$ cat config.mk
export PLATFORM = sky130hd
export DESIGN_NAME = variable_partition_allocator
export DESIGN_NICKNAME = d
export VERILOG_FILES = /design/src/rtl/core/vpa_pkg.sv /design/src/rtl/core/vpa_table_ram.sv /design/src/rtl/core/variable_partition_allocator.sv
export SDC_FILE = /design/constraint.sdc
export NUM_CORES = 2
export LEC_CHECK = 0
export ABC_AREA = 1
export BUFFER_PORTS_ARGS = -buffer_cell sky130_fd_sc_hd__buf_2
export CORE_MARGIN = 4
export CORE_UTILIZATION = 40
export DETAILED_ROUTE_END_ITERATION = 10
export PLACE_DENSITY = 0.53
export SKIP_CTS_REPAIR_TIMING = 1
export SYNTH_ARGS = -nofsm -noshare
export SYNTH_HDL_FRONTEND = slang
export SYNTH_SLANG_ARGS = --single-unit
$ cat constraint.sdc
create_clock -name clock -period 14.7 [get_ports clock]
set_input_delay 1.47 -clock clock [delete_from_list [all_inputs] [get_ports clock]]
set_output_delay 1.47 -clock clock [all_outputs]
set_load 0.02 [all_outputs]
$ cat src/rtl/core/vpa_pkg.sv
// Package for the variable partition allocator: table entry type, widths,
// command, status, policy and register codes, and the sequencer states.
// No dependencies.
`default_nettype none
package vpa_pkg;

   localparam int MAX_PARTITIONS = 64;
   localparam int IDX_BITS       = 6;
   localparam int CNT_BITS       = 7;
   localparam int ADDR_BITS      = 20;
   localparam int LEN_BITS       = 21;
   localparam int JOB_BITS       = 16;
   localparam int KB_BITS        = 11;
   localparam int KB_SHIFT       = 10;

   localparam logic [LEN_BITS-1:0] DEFAULT_MEMORY = 21'd102400;
   localparam logic [LEN_BITS-1:0] MEMORY_LIMIT   = 21'd1048576;
   localparam logic [CNT_BITS-1:0] TABLE_DEPTH    = 7'd64;

   localparam logic CMD_ALLOC = 1'b0;
   localparam logic CMD_FREE  = 1'b1;

   localparam logic [1:0] ST_OK         = 2'd0;
   localparam logic [1:0] ST_NO_SPACE   = 2'd1;
   localparam logic [1:0] ST_NO_JOB     = 2'd2;
   localparam logic [1:0] ST_TABLE_FULL = 2'd3;

   localparam logic [1:0] POL_FIRST = 2'd0;
   localparam logic [1:0] POL_NEXT  = 2'd1;
   localparam logic [1:0] POL_BEST  = 2'd2;

   localparam logic [1:0] CSR_FIT_POLICY  = 2'd0;
   localparam logic [1:0] CSR_MEMORY_SIZE = 2'd1;

   typedef struct packed {
      logic [ADDR_BITS-1:0] start;
      logic [LEN_BITS-1:0]  length;
      logic                 used;
      logic [JOB_BITS-1:0]  owner;
   } part_entry_type;

   typedef struct packed {
      logic                en;
      logic [IDX_BITS-1:0] addr;
      part_entry_type      data;
   } ram_wr_type;

   typedef enum logic [8:0] {
      S_IDLE     = 9'b000000001,
      S_SCAN     = 9'b000000010,
      S_DECIDE   = 9'b000000100,
      S_SHIFT_UP = 9'b000001000,
      S_WR_SPLIT = 9'b000010000,
      S_WR_OWN   = 9'b000100000,
      S_WR_MERGE = 9'b001000000,
      S_SHIFT_DN = 9'b010000000,
      S_RESP     = 9'b100000000
   } state_type;

endpackage
`default_nettype wire

$ cat src/rtl/core/vpa_table_ram.sv
// Partition table storage: one write port, one read port, registered read.
// Depends on vpa_pkg.
`default_nettype none
module vpa_table_ram (
   input  wire                                 clock,
   input  wire  vpa_pkg::ram_wr_type           wr,
   input  wire                                 rd_en,
   input  wire  [vpa_pkg::IDX_BITS-1:0]        rd_addr,
   output vpa_pkg::part_entry_type             rd_data
);
   import vpa_pkg::*;

   part_entry_type mem [MAX_PARTITIONS];
   part_entry_type rd_data_ff;

   // write port
   always_ff @(posedge clock) begin
      if (wr.en) begin
         mem[wr.addr] <= wr.data;
      end
   end

   // read port, registered read
   always_ff @(posedge clock) begin
      if (rd_en) begin
         rd_data_ff <= mem[rd_addr];
      end
   end

   assign rd_data = rd_data_ff;
endmodule
`default_nettype wire

$ cat src/rtl/core/variable_partition_allocator.sv
// Variable partition allocator top level: request sequencer and table RAM.
// Depends on vpa_pkg and vpa_table_ram.
//
// Usage:
//   req_ channel carries one word per request: command (allocate or free),
//   job_id and length_kb. rsp_ channel returns one word per request: status,
//   region_start and region_length. csr_ channel writes fit_policy (index 0)
//   or memory_size (index 1); a memory_size write reinitializes the table to
//   one free partition and clears the roving start. Writes are taken while
//   the block is idle and no request is offered.
//   Each request other than a zero-length allocation scans the table once
//   through the RAM read port, then allocations that split a partition
//   move the entries above it up one place and frees that merge move the
//   entries above the merge down. A zero-length allocation skips the scan
//   and answers directly. One request is in flight.
//   The result sits in an output register; a new request is accepted while
//   it waits, and the sequencer holds its next result until it is taken.
//   Reset (synchronous) writes the default single free partition in the
//   same cycle, so requests may follow right after reset.
`default_nettype none
module variable_partition_allocator (
   input  wire                                clock,
   input  wire                                reset,
   input  wire                                req_valid,
   output logic                               req_ready,
   input  wire                                req_command,
   input  wire  [vpa_pkg::JOB_BITS-1:0]       req_job_id,
   input  wire  [vpa_pkg::KB_BITS-1:0]        req_length_kb,
   output logic                               rsp_valid,
   input  wire                                rsp_ready,
   output logic [1:0]                         rsp_status,
   output logic [vpa_pkg::ADDR_BITS-1:0]      rsp_region_start,
   output logic [vpa_pkg::LEN_BITS-1:0]       rsp_region_length,
   input  wire                                csr_valid,
   output logic                               csr_ready,
   input  wire  [1:0]                         csr_index,
   input  wire  [vpa_pkg::LEN_BITS-1:0]       csr_data
);
   import vpa_pkg::*;

   state_type state_ff, state_in;

   logic [1:0]           policy_ff;
   logic [CNT_BITS-1:0]  count_ff;
   logic [ADDR_BITS-1:0] rover_ff;

   logic                 cmd_ff;
   logic [JOB_BITS-1:0]  job_ff;
   logic [LEN_BITS-1:0]  req_len_ff;

   logic [CNT_BITS-1:0]  issue_ff;
   logic                 rd_vld_ff;
   logic [IDX_BITS-1:0]  rd_idx_ff;

   // allocation picks
   logic first_fnd_ff, rov_fnd_ff, best_fnd_ff;
   logic [IDX_BITS-1:0] first_idx_ff, rov_idx_ff, best_idx_ff;
   part_entry_type first_e_ff, rov_e_ff, best_e_ff;

   // free match and neighbors
   logic m_fnd_ff, grab_ff, right_ok_ff;
   logic [IDX_BITS-1:0] m_idx_ff;
   part_entry_type m_e_ff, left_e_ff, right_e_ff, prev_e_ff;

   logic [IDX_BITS-1:0]  p_idx_ff;
   part_entry_type       p_e_ff;
   logic [1:0]           gap_ff;
   logic [IDX_BITS-1:0]  lo_ff;

   logic [1:0]           res_status_ff;
   logic [ADDR_BITS-1:0] res_start_ff;
   logic [LEN_BITS-1:0]  res_length_ff;

   logic                 out_vld_ff;
   logic [1:0]           out_status_ff;
   logic [ADDR_BITS-1:0] out_start_ff;
   logic [LEN_BITS-1:0]  out_length_ff;

   ram_wr_type          wr, fsm_wr;
   logic                rd_en;
   logic [IDX_BITS-1:0] rd_addr;
   part_entry_type      rd_data;

   logic req_acc, csr_acc, csr_size_wr;
   logic [LEN_BITS-1:0] size_clamped;

   logic                pick_fnd;
   logic [IDX_BITS-1:0] pick_idx;
   part_entry_type      pick_e;
   logic                pick_split;

   logic                left_free, right_free;

   assign req_ready = (state_ff == S_IDLE);
   assign csr_ready = (state_ff == S_IDLE) && !req_valid;
   assign req_acc   = req_valid && req_ready;
   assign csr_acc   = csr_valid && csr_ready;
   assign csr_size_wr = csr_acc && (csr_index == CSR_MEMORY_SIZE);

   assign rsp_valid         = out_vld_ff;
   assign rsp_status        = out_status_ff;
   assign rsp_region_start  = out_start_ff;
   assign rsp_region_length = out_length_ff;

   // clamp the managed size into 1 .. 2^ADDR_BITS
   always_comb begin
      size_clamped = csr_data;
      if (csr_data == '0) begin
         size_clamped = LEN_BITS'(1);
      end else if (csr_data > MEMORY_LIMIT) begin
         size_clamped = MEMORY_LIMIT;
      end
   end

   // select the allocation pick by policy
   always_comb begin
      pick_fnd = first_fnd_ff;
      pick_idx = first_idx_ff;
      pick_e   = first_e_ff;
      if (policy_ff == POL_BEST) begin
         pick_fnd = best_fnd_ff;
         pick_idx = best_idx_ff;
         pick_e   = best_e_ff;
      end else if (policy_ff == POL_NEXT && rov_fnd_ff) begin
         pick_fnd = 1'b1;
         pick_idx = rov_idx_ff;
         pick_e   = rov_e_ff;
      end
      pick_split = pick_e.length > req_len_ff;
   end

   assign left_free  = (m_idx_ff != '0) && !left_e_ff.used;
   assign right_free = right_ok_ff && !right_e_ff.used;

   // RAM read and sequencer write ports
   always_comb begin
      rd_en   = 1'b0;
      rd_addr = issue_ff[IDX_BITS-1:0];
      fsm_wr  = '0;
      unique case (state_ff)
         S_SCAN: begin
            rd_en = issue_ff < count_ff;
         end
         S_SHIFT_UP: begin
            rd_en = issue_ff > {1'b0, p_idx_ff};
            fsm_wr.en   = rd_vld_ff;
            fsm_wr.addr = rd_idx_ff + IDX_BITS'(1);
            fsm_wr.data = rd_data;
         end
         S_SHIFT_DN: begin
            rd_en = issue_ff < count_ff;
            fsm_wr.en   = rd_vld_ff;
            fsm_wr.addr = rd_idx_ff - IDX_BITS'(gap_ff);
            fsm_wr.data = rd_data;
         end
         S_WR_SPLIT: begin
            fsm_wr.en          = 1'b1;
            fsm_wr.addr        = p_idx_ff + IDX_BITS'(1);
            fsm_wr.data.start  = p_e_ff.start + req_len_ff[ADDR_BITS-1:0];
            fsm_wr.data.length = p_e_ff.length - req_len_ff;
            fsm_wr.data.used   = 1'b0;
            fsm_wr.data.owner  = '0;
         end
         S_WR_OWN: begin
            fsm_wr.en          = 1'b1;
            fsm_wr.addr        = p_idx_ff;
            fsm_wr.data.start  = p_e_ff.start;
            fsm_wr.data.length = req_len_ff;
            fsm_wr.data.used   = 1'b1;
            fsm_wr.data.owner  = job_ff;
         end
         S_WR_MERGE: begin
            fsm_wr.en          = 1'b1;
            fsm_wr.addr        = lo_ff;
            fsm_wr.data.start  = res_start_ff;
            fsm_wr.data.length = res_length_ff;
            fsm_wr.data.used   = 1'b0;
            fsm_wr.data.owner  = '0;
         end
         S_IDLE, S_DECIDE, S_RESP: begin
         end
         default: begin
         end
      endcase
   end

   // reset and size writes load the single free partition into entry 0
   always_comb begin
      wr = fsm_wr;
      if (reset || csr_size_wr) begin
         wr.en          = 1'b1;
         wr.addr        = '0;
         wr.data.start  = '0;
         wr.data.length = reset ? DEFAULT_MEMORY : size_clamped;
         wr.data.used   = 1'b0;
         wr.data.owner  = '0;
      end
   end

   vpa_table_ram u_table (
      .clock   (clock),
      .wr      (wr),
      .rd_en   (rd_en),
      .rd_addr (rd_addr),
      .rd_data (rd_data)
   );

   // next state
   always_comb begin
      state_in = state_ff;
      unique case (state_ff)
         S_IDLE: begin
            if (req_acc) begin
               if (req_command == CMD_ALLOC && req_length_kb == '0) begin
                  state_in = S_RESP;
               end else begin
                  state_in = S_SCAN;
               end
            end
         end
         S_SCAN: begin
            if (!rd_en && !rd_vld_ff) state_in = S_DECIDE;
         end
         S_DECIDE: begin
            if (cmd_ff == CMD_FREE) begin
               state_in = m_fnd_ff ? S_WR_MERGE : S_RESP;
            end else if (!pick_fnd) begin
               state_in = S_RESP;
            end else if (pick_split) begin
               if (count_ff >= TABLE_DEPTH) begin
                  state_in = S_RESP;
               end else if (count_ff > ({1'b0, pick_idx} + CNT_BITS'(1))) begin
                  state_in = S_SHIFT_UP;
               end else begin
                  state_in = S_WR_SPLIT;
               end
            end else begin
               state_in = S_WR_OWN;
            end
         end
         S_SHIFT_UP: begin
            if (!rd_en && !rd_vld_ff) state_in = S_WR_SPLIT;
         end
         S_WR_SPLIT: state_in = S_WR_OWN;
         S_WR_OWN:   state_in = S_RESP;
         S_WR_MERGE: begin
            state_in = (gap_ff != '0) ? S_SHIFT_DN : S_RESP;
         end
         S_SHIFT_DN: begin
            if (!rd_en && !rd_vld_ff) state_in = S_RESP;
         end
         S_RESP: begin
            if (!out_vld_ff || rsp_ready) state_in = S_IDLE;
         end
         default: state_in = S_IDLE;
      endcase
   end

   // control registers
   always_ff @(posedge clock) begin
      if (reset) begin
         state_ff   <= S_IDLE;
         policy_ff  <= POL_FIRST;
         count_ff   <= CNT_BITS'(1);
         rover_ff   <= '0;
         rd_vld_ff  <= 1'b0;
         out_vld_ff <= 1'b0;
      end else begin
         state_ff  <= state_in;
         rd_vld_ff <= rd_en;
         if (csr_acc && csr_index == CSR_FIT_POLICY) policy_ff <= csr_data[1:0];
         if (csr_size_wr) begin
            count_ff <= CNT_BITS'(1);
            rover_ff <= '0;
         end
         if (state_ff == S_WR_SPLIT) count_ff <= count_ff + CNT_BITS'(1);
         if (state_ff == S_WR_OWN && policy_ff == POL_NEXT) rover_ff <= p_e_ff.start;
         if (state_ff == S_SHIFT_DN && state_in == S_RESP) begin
            count_ff <= count_ff - CNT_BITS'(gap_ff);
         end
         // output register: load on finish, drop on take
         if (state_ff == S_RESP && (!out_vld_ff || rsp_ready)) begin
            out_vld_ff <= 1'b1;
         end else if (rsp_ready) begin
            out_vld_ff <= 1'b0;
         end
      end
   end

   // datapath registers
   always_ff @(posedge clock) begin
      rd_idx_ff <= rd_addr;
      if (rd_en) begin
         if (state_ff == S_SHIFT_UP) issue_ff <= issue_ff - CNT_BITS'(1);
         else                        issue_ff <= issue_ff + CNT_BITS'(1);
      end
      unique case (state_ff)
         S_IDLE: begin
            cmd_ff        <= req_command;
            job_ff        <= req_job_id;
            req_len_ff    <= {req_length_kb, KB_SHIFT'(0)};
            issue_ff      <= '0;
            first_fnd_ff  <= 1'b0;
            rov_fnd_ff    <= 1'b0;
            best_fnd_ff   <= 1'b0;
            m_fnd_ff      <= 1'b0;
            grab_ff       <= 1'b0;
            right_ok_ff   <= 1'b0;
            res_status_ff <= ST_OK;
            res_start_ff  <= '0;
            res_length_ff <= '0;
         end
         S_SCAN: begin
            if (rd_vld_ff) begin
               prev_e_ff <= rd_data;
               if (cmd_ff == CMD_ALLOC) begin
                  if (!rd_data.used && rd_data.length >= req_len_ff) begin
                     if (!first_fnd_ff) begin
                        first_fnd_ff <= 1'b1;
                        first_idx_ff <= rd_idx_ff;
                        first_e_ff   <= rd_data;
                     end
                     if (!rov_fnd_ff && rd_data.start >= rover_ff) begin
                        rov_fnd_ff <= 1'b1;
                        rov_idx_ff <= rd_idx_ff;
                        rov_e_ff   <= rd_data;
                     end
                     if (!best_fnd_ff || rd_data.length < best_e_ff.length) begin
                        best_fnd_ff <= 1'b1;
                        best_idx_ff <= rd_idx_ff;
                        best_e_ff   <= rd_data;
                     end
                  end
               end else begin
                  if (!m_fnd_ff && rd_data.used && rd_data.owner == job_ff) begin
                     m_fnd_ff  <= 1'b1;
                     m_idx_ff  <= rd_idx_ff;
                     m_e_ff    <= rd_data;
                     left_e_ff <= prev_e_ff;
                     grab_ff   <= 1'b1;
                  end else if (grab_ff) begin
                     right_e_ff  <= rd_data;
                     right_ok_ff <= 1'b1;
                     grab_ff     <= 1'b0;
                  end
               end
            end
         end
         S_DECIDE: begin
            if (cmd_ff == CMD_FREE) begin
               if (!m_fnd_ff) begin
                  res_status_ff <= ST_NO_JOB;
               end else begin
                  lo_ff         <= left_free ? (m_idx_ff - IDX_BITS'(1)) : m_idx_ff;
                  res_start_ff  <= left_free ? left_e_ff.start : m_e_ff.start;
                  res_length_ff <= m_e_ff.length
                                 + (left_free  ? left_e_ff.length  : LEN_BITS'(0))
                                 + (right_free ? right_e_ff.length : LEN_BITS'(0));
                  gap_ff        <= 2'(left_free) + 2'(right_free);
               end
            end else if (!pick_fnd) begin
               res_status_ff <= ST_NO_SPACE;
            end else if (pick_split && count_ff >= TABLE_DEPTH) begin
               res_status_ff <= ST_TABLE_FULL;
            end else begin
               p_idx_ff      <= pick_idx;
               p_e_ff        <= pick_e;
               res_start_ff  <= pick_e.start;
               res_length_ff <= req_len_ff;
               issue_ff      <= count_ff - CNT_BITS'(1);
            end
         end
         S_WR_MERGE: begin
            issue_ff <= {1'b0, lo_ff} + CNT_BITS'(1) + CNT_BITS'(gap_ff);
         end
         S_RESP: begin
            if (!out_vld_ff || rsp_ready) begin
               out_status_ff <= res_status_ff;
               out_start_ff  <= res_start_ff;
               out_length_ff <= res_length_ff;
            end
         end
         S_SHIFT_UP, S_WR_SPLIT, S_WR_OWN, S_SHIFT_DN: begin
         end
         default: begin
         end
      endcase
   end
endmodule
`default_nettype wire
==> Implementation_results.wiki <==
{| class="wikitable"
! Metric !! Value
|-
| Routed wirelength normalized by instance count || 29.30 um
|-
| Final HPWL from detailed placement || 322200 um
|-
| Area enclosed by the die boundary || 441900 sq um
|-
| Pin count of the biggest net entering global routing || 154
|-
| Simple-gate area share of the yosys netlist || 8.909%
|-
| Placer's final routability congestion estimate || 0.8670
|-
| Synth warnings || 0
|-
| Sequential element share of the synthesized area || 74.39%
|-
| Avg Inst Size Synth || 12.82 sq um
|-
| Depth of the most critical reg-to-reg path || 15
|-
| Complex-gate fraction of the synthesized area || 12.44%
|-
| Synthesized Nets || 13679
|-
| Final number of setup-violating endpoints || 0
|-
| Slew headroom || 13.91%
|-
| Worst-case register-to-register setup slack || 9.05 ns
|-
| Initial Util || 40.26%
|-
| Worst vdd rail ir drop || 0.1151 mV
|-
| Antenna-violating nets left || 0
|-
| Num Clock Sinks || 4292
|-
| Post-Synthesis Cells || 13458
|-
| Final Core Density || 45.44%
|-
| Port Buffer Count || 101
|-
| Hold Path Sink || left_e_ff[37]$_DFFE_PP_
|-
| Global route total overflow || 0
|-
| Flip-flop and latch count after synthesis || 4292
|-
| Number of enable flip-flop cells after synthesis || 4239
|-
| Dominant combinational cell family by area after synthesis || compound AO/OA/AOI/OAI gates
|-
| Reported max-cap violation count || 0
|-
| Critical path's largest stage delay || 0.92 ns
|-
| Crit path max-delay family || buffers and inverters
|-
| Hold wc startpoint || prev_e_ff[37]$_DFFE_PP_
|-
| Final setup slack of the worst path || 8.769 ns
|-
| Later-pin clock latency in the skew report || 1.03 ns
|-
| Hold depth || 0
|-
| Fmax || 168.6 MHz
|-
| Routed via count divided by cell count || 5.849
|-
| Post-place setup slack || 7.788 ns
|-
| Outcome || finished, final reports clean
|-
| Setup TNS || 0 ns
|-
| Detailed router's first-iteration violation count || 15618
|-
| Slowest CP cell || sky130_fd_sc_hd__nor2_4
|-
| Design area || 194700 sq um
|-
| Final Net Count || 13660
|-
| Leak pwr || 0.06652 uW
|-
| CP Class || input port to register
|-
| Element type at the critical path start || input port
|-
| Hold Violations, Final || 0
|-
| # DRC || 0
|-
| Setup repair after global routing missed its margin || no
|-
| Most frequent cells in the layout || sky130_fd_sc_hd__edfxtp_1 (4239), sky130_fd_sc_hd__nor2_1 (2465), sky130_fd_sc_hd__o21ai_0 (2443)
|-
| Data arrival time of the worst path || 6.53 ns
|-
| Die width || 664.8 um
|-
| End of the worst register-to-register path || u_table.mem[24][37]$_DFFE_PP_
|-
| P&R area growth vs syn || 12.85%
|-
| Data required, critical path || 15.30 ns
|-
| CTS Root Cell || sky130_fd_sc_hd__clkbuf_16
|-
| Commonest non-fill, non-tap cell in the layout || sky130_fd_sc_hd__edfxtp_1
|-
| Number of top-level design ports || 102
|-
| Critical R2R Launch || state_ff[3]$_SDFF_PP0_
|-
| Worst-Margin Slew || 1.291 ns
|-
| Number of cells in the finished layout apart from fillers || 19516
|-
| Antenna violations before repair || 35
|-
| Via count of the routed design || 114157
|-
| XOR/XNOR Fraction of Synth Area || 0.1980%
|-
| Detailed Routing Iterations Pass 1 || 9
|-
| Worst clock skew || 0.07111 ns
|-
| Clock transition at the registers of the reported paths || 0.06 ns
|-
| Crit end category || register
|-
| Placed cells || 18677
|-
| # H-tree levels || 5
|-
| Final max-slew violation count || 0
|-
| Post-DP Area || 180300 sq um
|-
| Worst min path class || register to register
|-
| TritonCTS clock tree || done
|-
| Worst-case clock buffer depth || 4
|-
| Via count of the first global-routing pass || 106347
|-
| Asr flop ratio synth || 0%
|-
| Critical path cell sequence || buf_2, inv_1, nand2_4, buf_4, nor2_8, inv_4, nor2_1, inv_1, nand3_4, nor2_4, buf_4
|-
| Share of final-layout standard cells stronger than drive strength 1 || 9.033%
|-
| Post-synthesis adder-cell area fraction || 1.314%
|-
| Crit-path max FO || 35
|-
| Worst path buffer plus inverter count || 6
|-
| Final worst path period need || 5.931 ns
|-
| Aggregate global-route resource usage || 25.06%
|-
| Number of standard-cell rows in the floorplan || 240
|-
| Number of buffers created by CTS || 447
|-
| Cell area after technology mapping || 172500 sq um
|-
| CORE AREA || 428500 sq um
|-
| Post-route fraction of the period consumed by the critical path || 40.34%
|-
| Portion of netlist area occupied by mux cells || 0%
|-
| Sum of routed wire length over all layers || 571800 um
|-
| Power Dens Cells || 137.7 nW/um^2
|-
| First-pass GRT wire length || 806900 um
|-
| Library cells used by synthesis || 58
|-
| Die Span Y || 664.8 um
|-
| Most frequently used flop master after synthesis || sky130_fd_sc_hd__edfxtp_1
|}
stage by stage:
stage          hold slack, ns  power [uW]
3_3_place_gp           0.4003       15830
3_5_place_dp           0.4045       15830
5_1_grt                0.4191       27640
4_1_cts                0.4157       26930
6_report               0.4165       26820
2_1_floorplan          0.3756       14890
sequential cells by signal, indices dropped and copies added (netlist names), 22 cells and up:
| signal | count |
|---|---|
| best_e_ff | 41 |
| first_e_ff | 41 |
| prev_e_ff | 42 |
| m_e_ff | 41 |
| p_e_ff | 41 |
| u_table.mem | 3712 |
| rov_e_ff | 41 |
| left_e_ff | 42 |
| right_e_ff | 22 |
| u_table.rd_data | 58 |
how the worst max path moves through the flow:
stage / start / endpoint / slack (ns) / depth (start not counted)
floorplan: state_ff[8]$_SDFF_PP0_ / left_e_ff[16]$_DFFE_PP_ / 7.34 / 7
global placement: reset / u_table.mem[24][21]$_DFFE_PP_ / 7.85 / 11
detailed placement: reset / u_table.mem[24][28]$_DFFE_PP_ / 7.79 / 11
CTS: reset / u_table.mem[24][37]$_DFFE_PP_ / 8.86 / 11
global route: reset / u_table.mem[24][37]$_DFFE_PP_ / 8.69 / 11
finish: reset / u_table.mem[24][37]$_DFFE_PP_ / 8.77 / 11
cell usage after synthesis (53+ instances only):
library cell | instances | area share [%]
sky130_fd_sc_hd__a21oi_1 | 163 | 0.47
sky130_fd_sc_hd__buf_2 | 159 | 0.46
sky130_fd_sc_hd__clkbuf_1 | 671 | 1.5
sky130_fd_sc_hd__dfxtp_1 | 53 | 0.61
sky130_fd_sc_hd__edfxtp_1 | 4239 | 74
sky130_fd_sc_hd__ha_1 | 138 | 1.0
sky130_fd_sc_hd__inv_1 | 293 | 0.64
sky130_fd_sc_hd__nand2_1 | 847 | 1.8
sky130_fd_sc_hd__nand3_1 | 280 | 0.81
sky130_fd_sc_hd__nor2_1 | 2559 | 5.6
sky130_fd_sc_hd__o21ai_0 | 2451 | 7.1
sky130_fd_sc_hd__o21ai_1 | 53 | 0.15
sky130_fd_sc_hd__o22ai_1 | 1132 | 4.1
worst reg2reg max path: stages (launching register included):
cell and delay, ns:
sky130_fd_sc_hd__dfxtp_1 0.34, sky130_fd_sc_hd__inv_1 0.09, sky130_fd_sc_hd__nand2_1 0.08, sky130_fd_sc_hd__nor3_2 0.22, sky130_fd_sc_hd__nand2_4 0.17, sky130_fd_sc_hd__nor2_8 0.16
sky130_fd_sc_hd__nand4_4 0.18, sky130_fd_sc_hd__nand2_4 0.20, sky130_fd_sc_hd__buf_4 0.65, sky130_fd_sc_hd__nor2_8 0.19, sky130_fd_sc_hd__inv_4 0.55, sky130_fd_sc_hd__nor2_1 0.23
sky130_fd_sc_hd__inv_1 0.14, sky130_fd_sc_hd__nand3_4 0.26, sky130_fd_sc_hd__nor2_4 0.93, sky130_fd_sc_hd__buf_4 0.73
final cells by class:
| class | instances | area, sq um |
|---|---|---|
| diodes | 13 | 32.53 |
| flip-flops and latches | 4292 | 128400 |
| clock inverters | 271 | 2594 |
| well taps | 5687 | 7116 |
| clock buffers | 555 | 11730 |
| fillers | 38492 | 233800 |
| inverters | 313 | 1217 |
| repair buffers | 413 | 3048 |
| multi-input cells | 7972 | 40590 |
logic make-up (layout without fill, tap and decap cells):
| family | count (synthesis) | after routing |
|---|---|---|
| compound gates | 3936 | 3936 |
| xor+xnor | 39 | 39 |
| fa+ha+maj | 165 | 165 |
| buf+inv | 1194 | 1552 |
| flops | 4292 | 4292 |
| other cells | 0 | 13 |
| simple gates | 3832 | 3832 |
report_power, final:
group          leakage, uW  switching [uW]  total (uW)  internal, uW
clock network      0.00698            4860       11200          6360
logic               0.0190            1540        2040           507
registers           0.0405             143       13600         13400
total               0.0665            6540       26800         20300
metal layers:
| metal | vias to the layer above | part of all wire [%] | global-route usage, % |
|---|---|---|---|
| met4 | 6 | 2.7 | 6.347 |
| met1 | 58157 | 42 | 36.32 |
| li1 | 49840 | - | - |
| met3 | 793 | 9.3 | 4.541 |
| met5 | - | 0.0072 | 0 |
| met2 | 5361 | 46 | 39.05 |
Power figures use the tool's default switching activity.
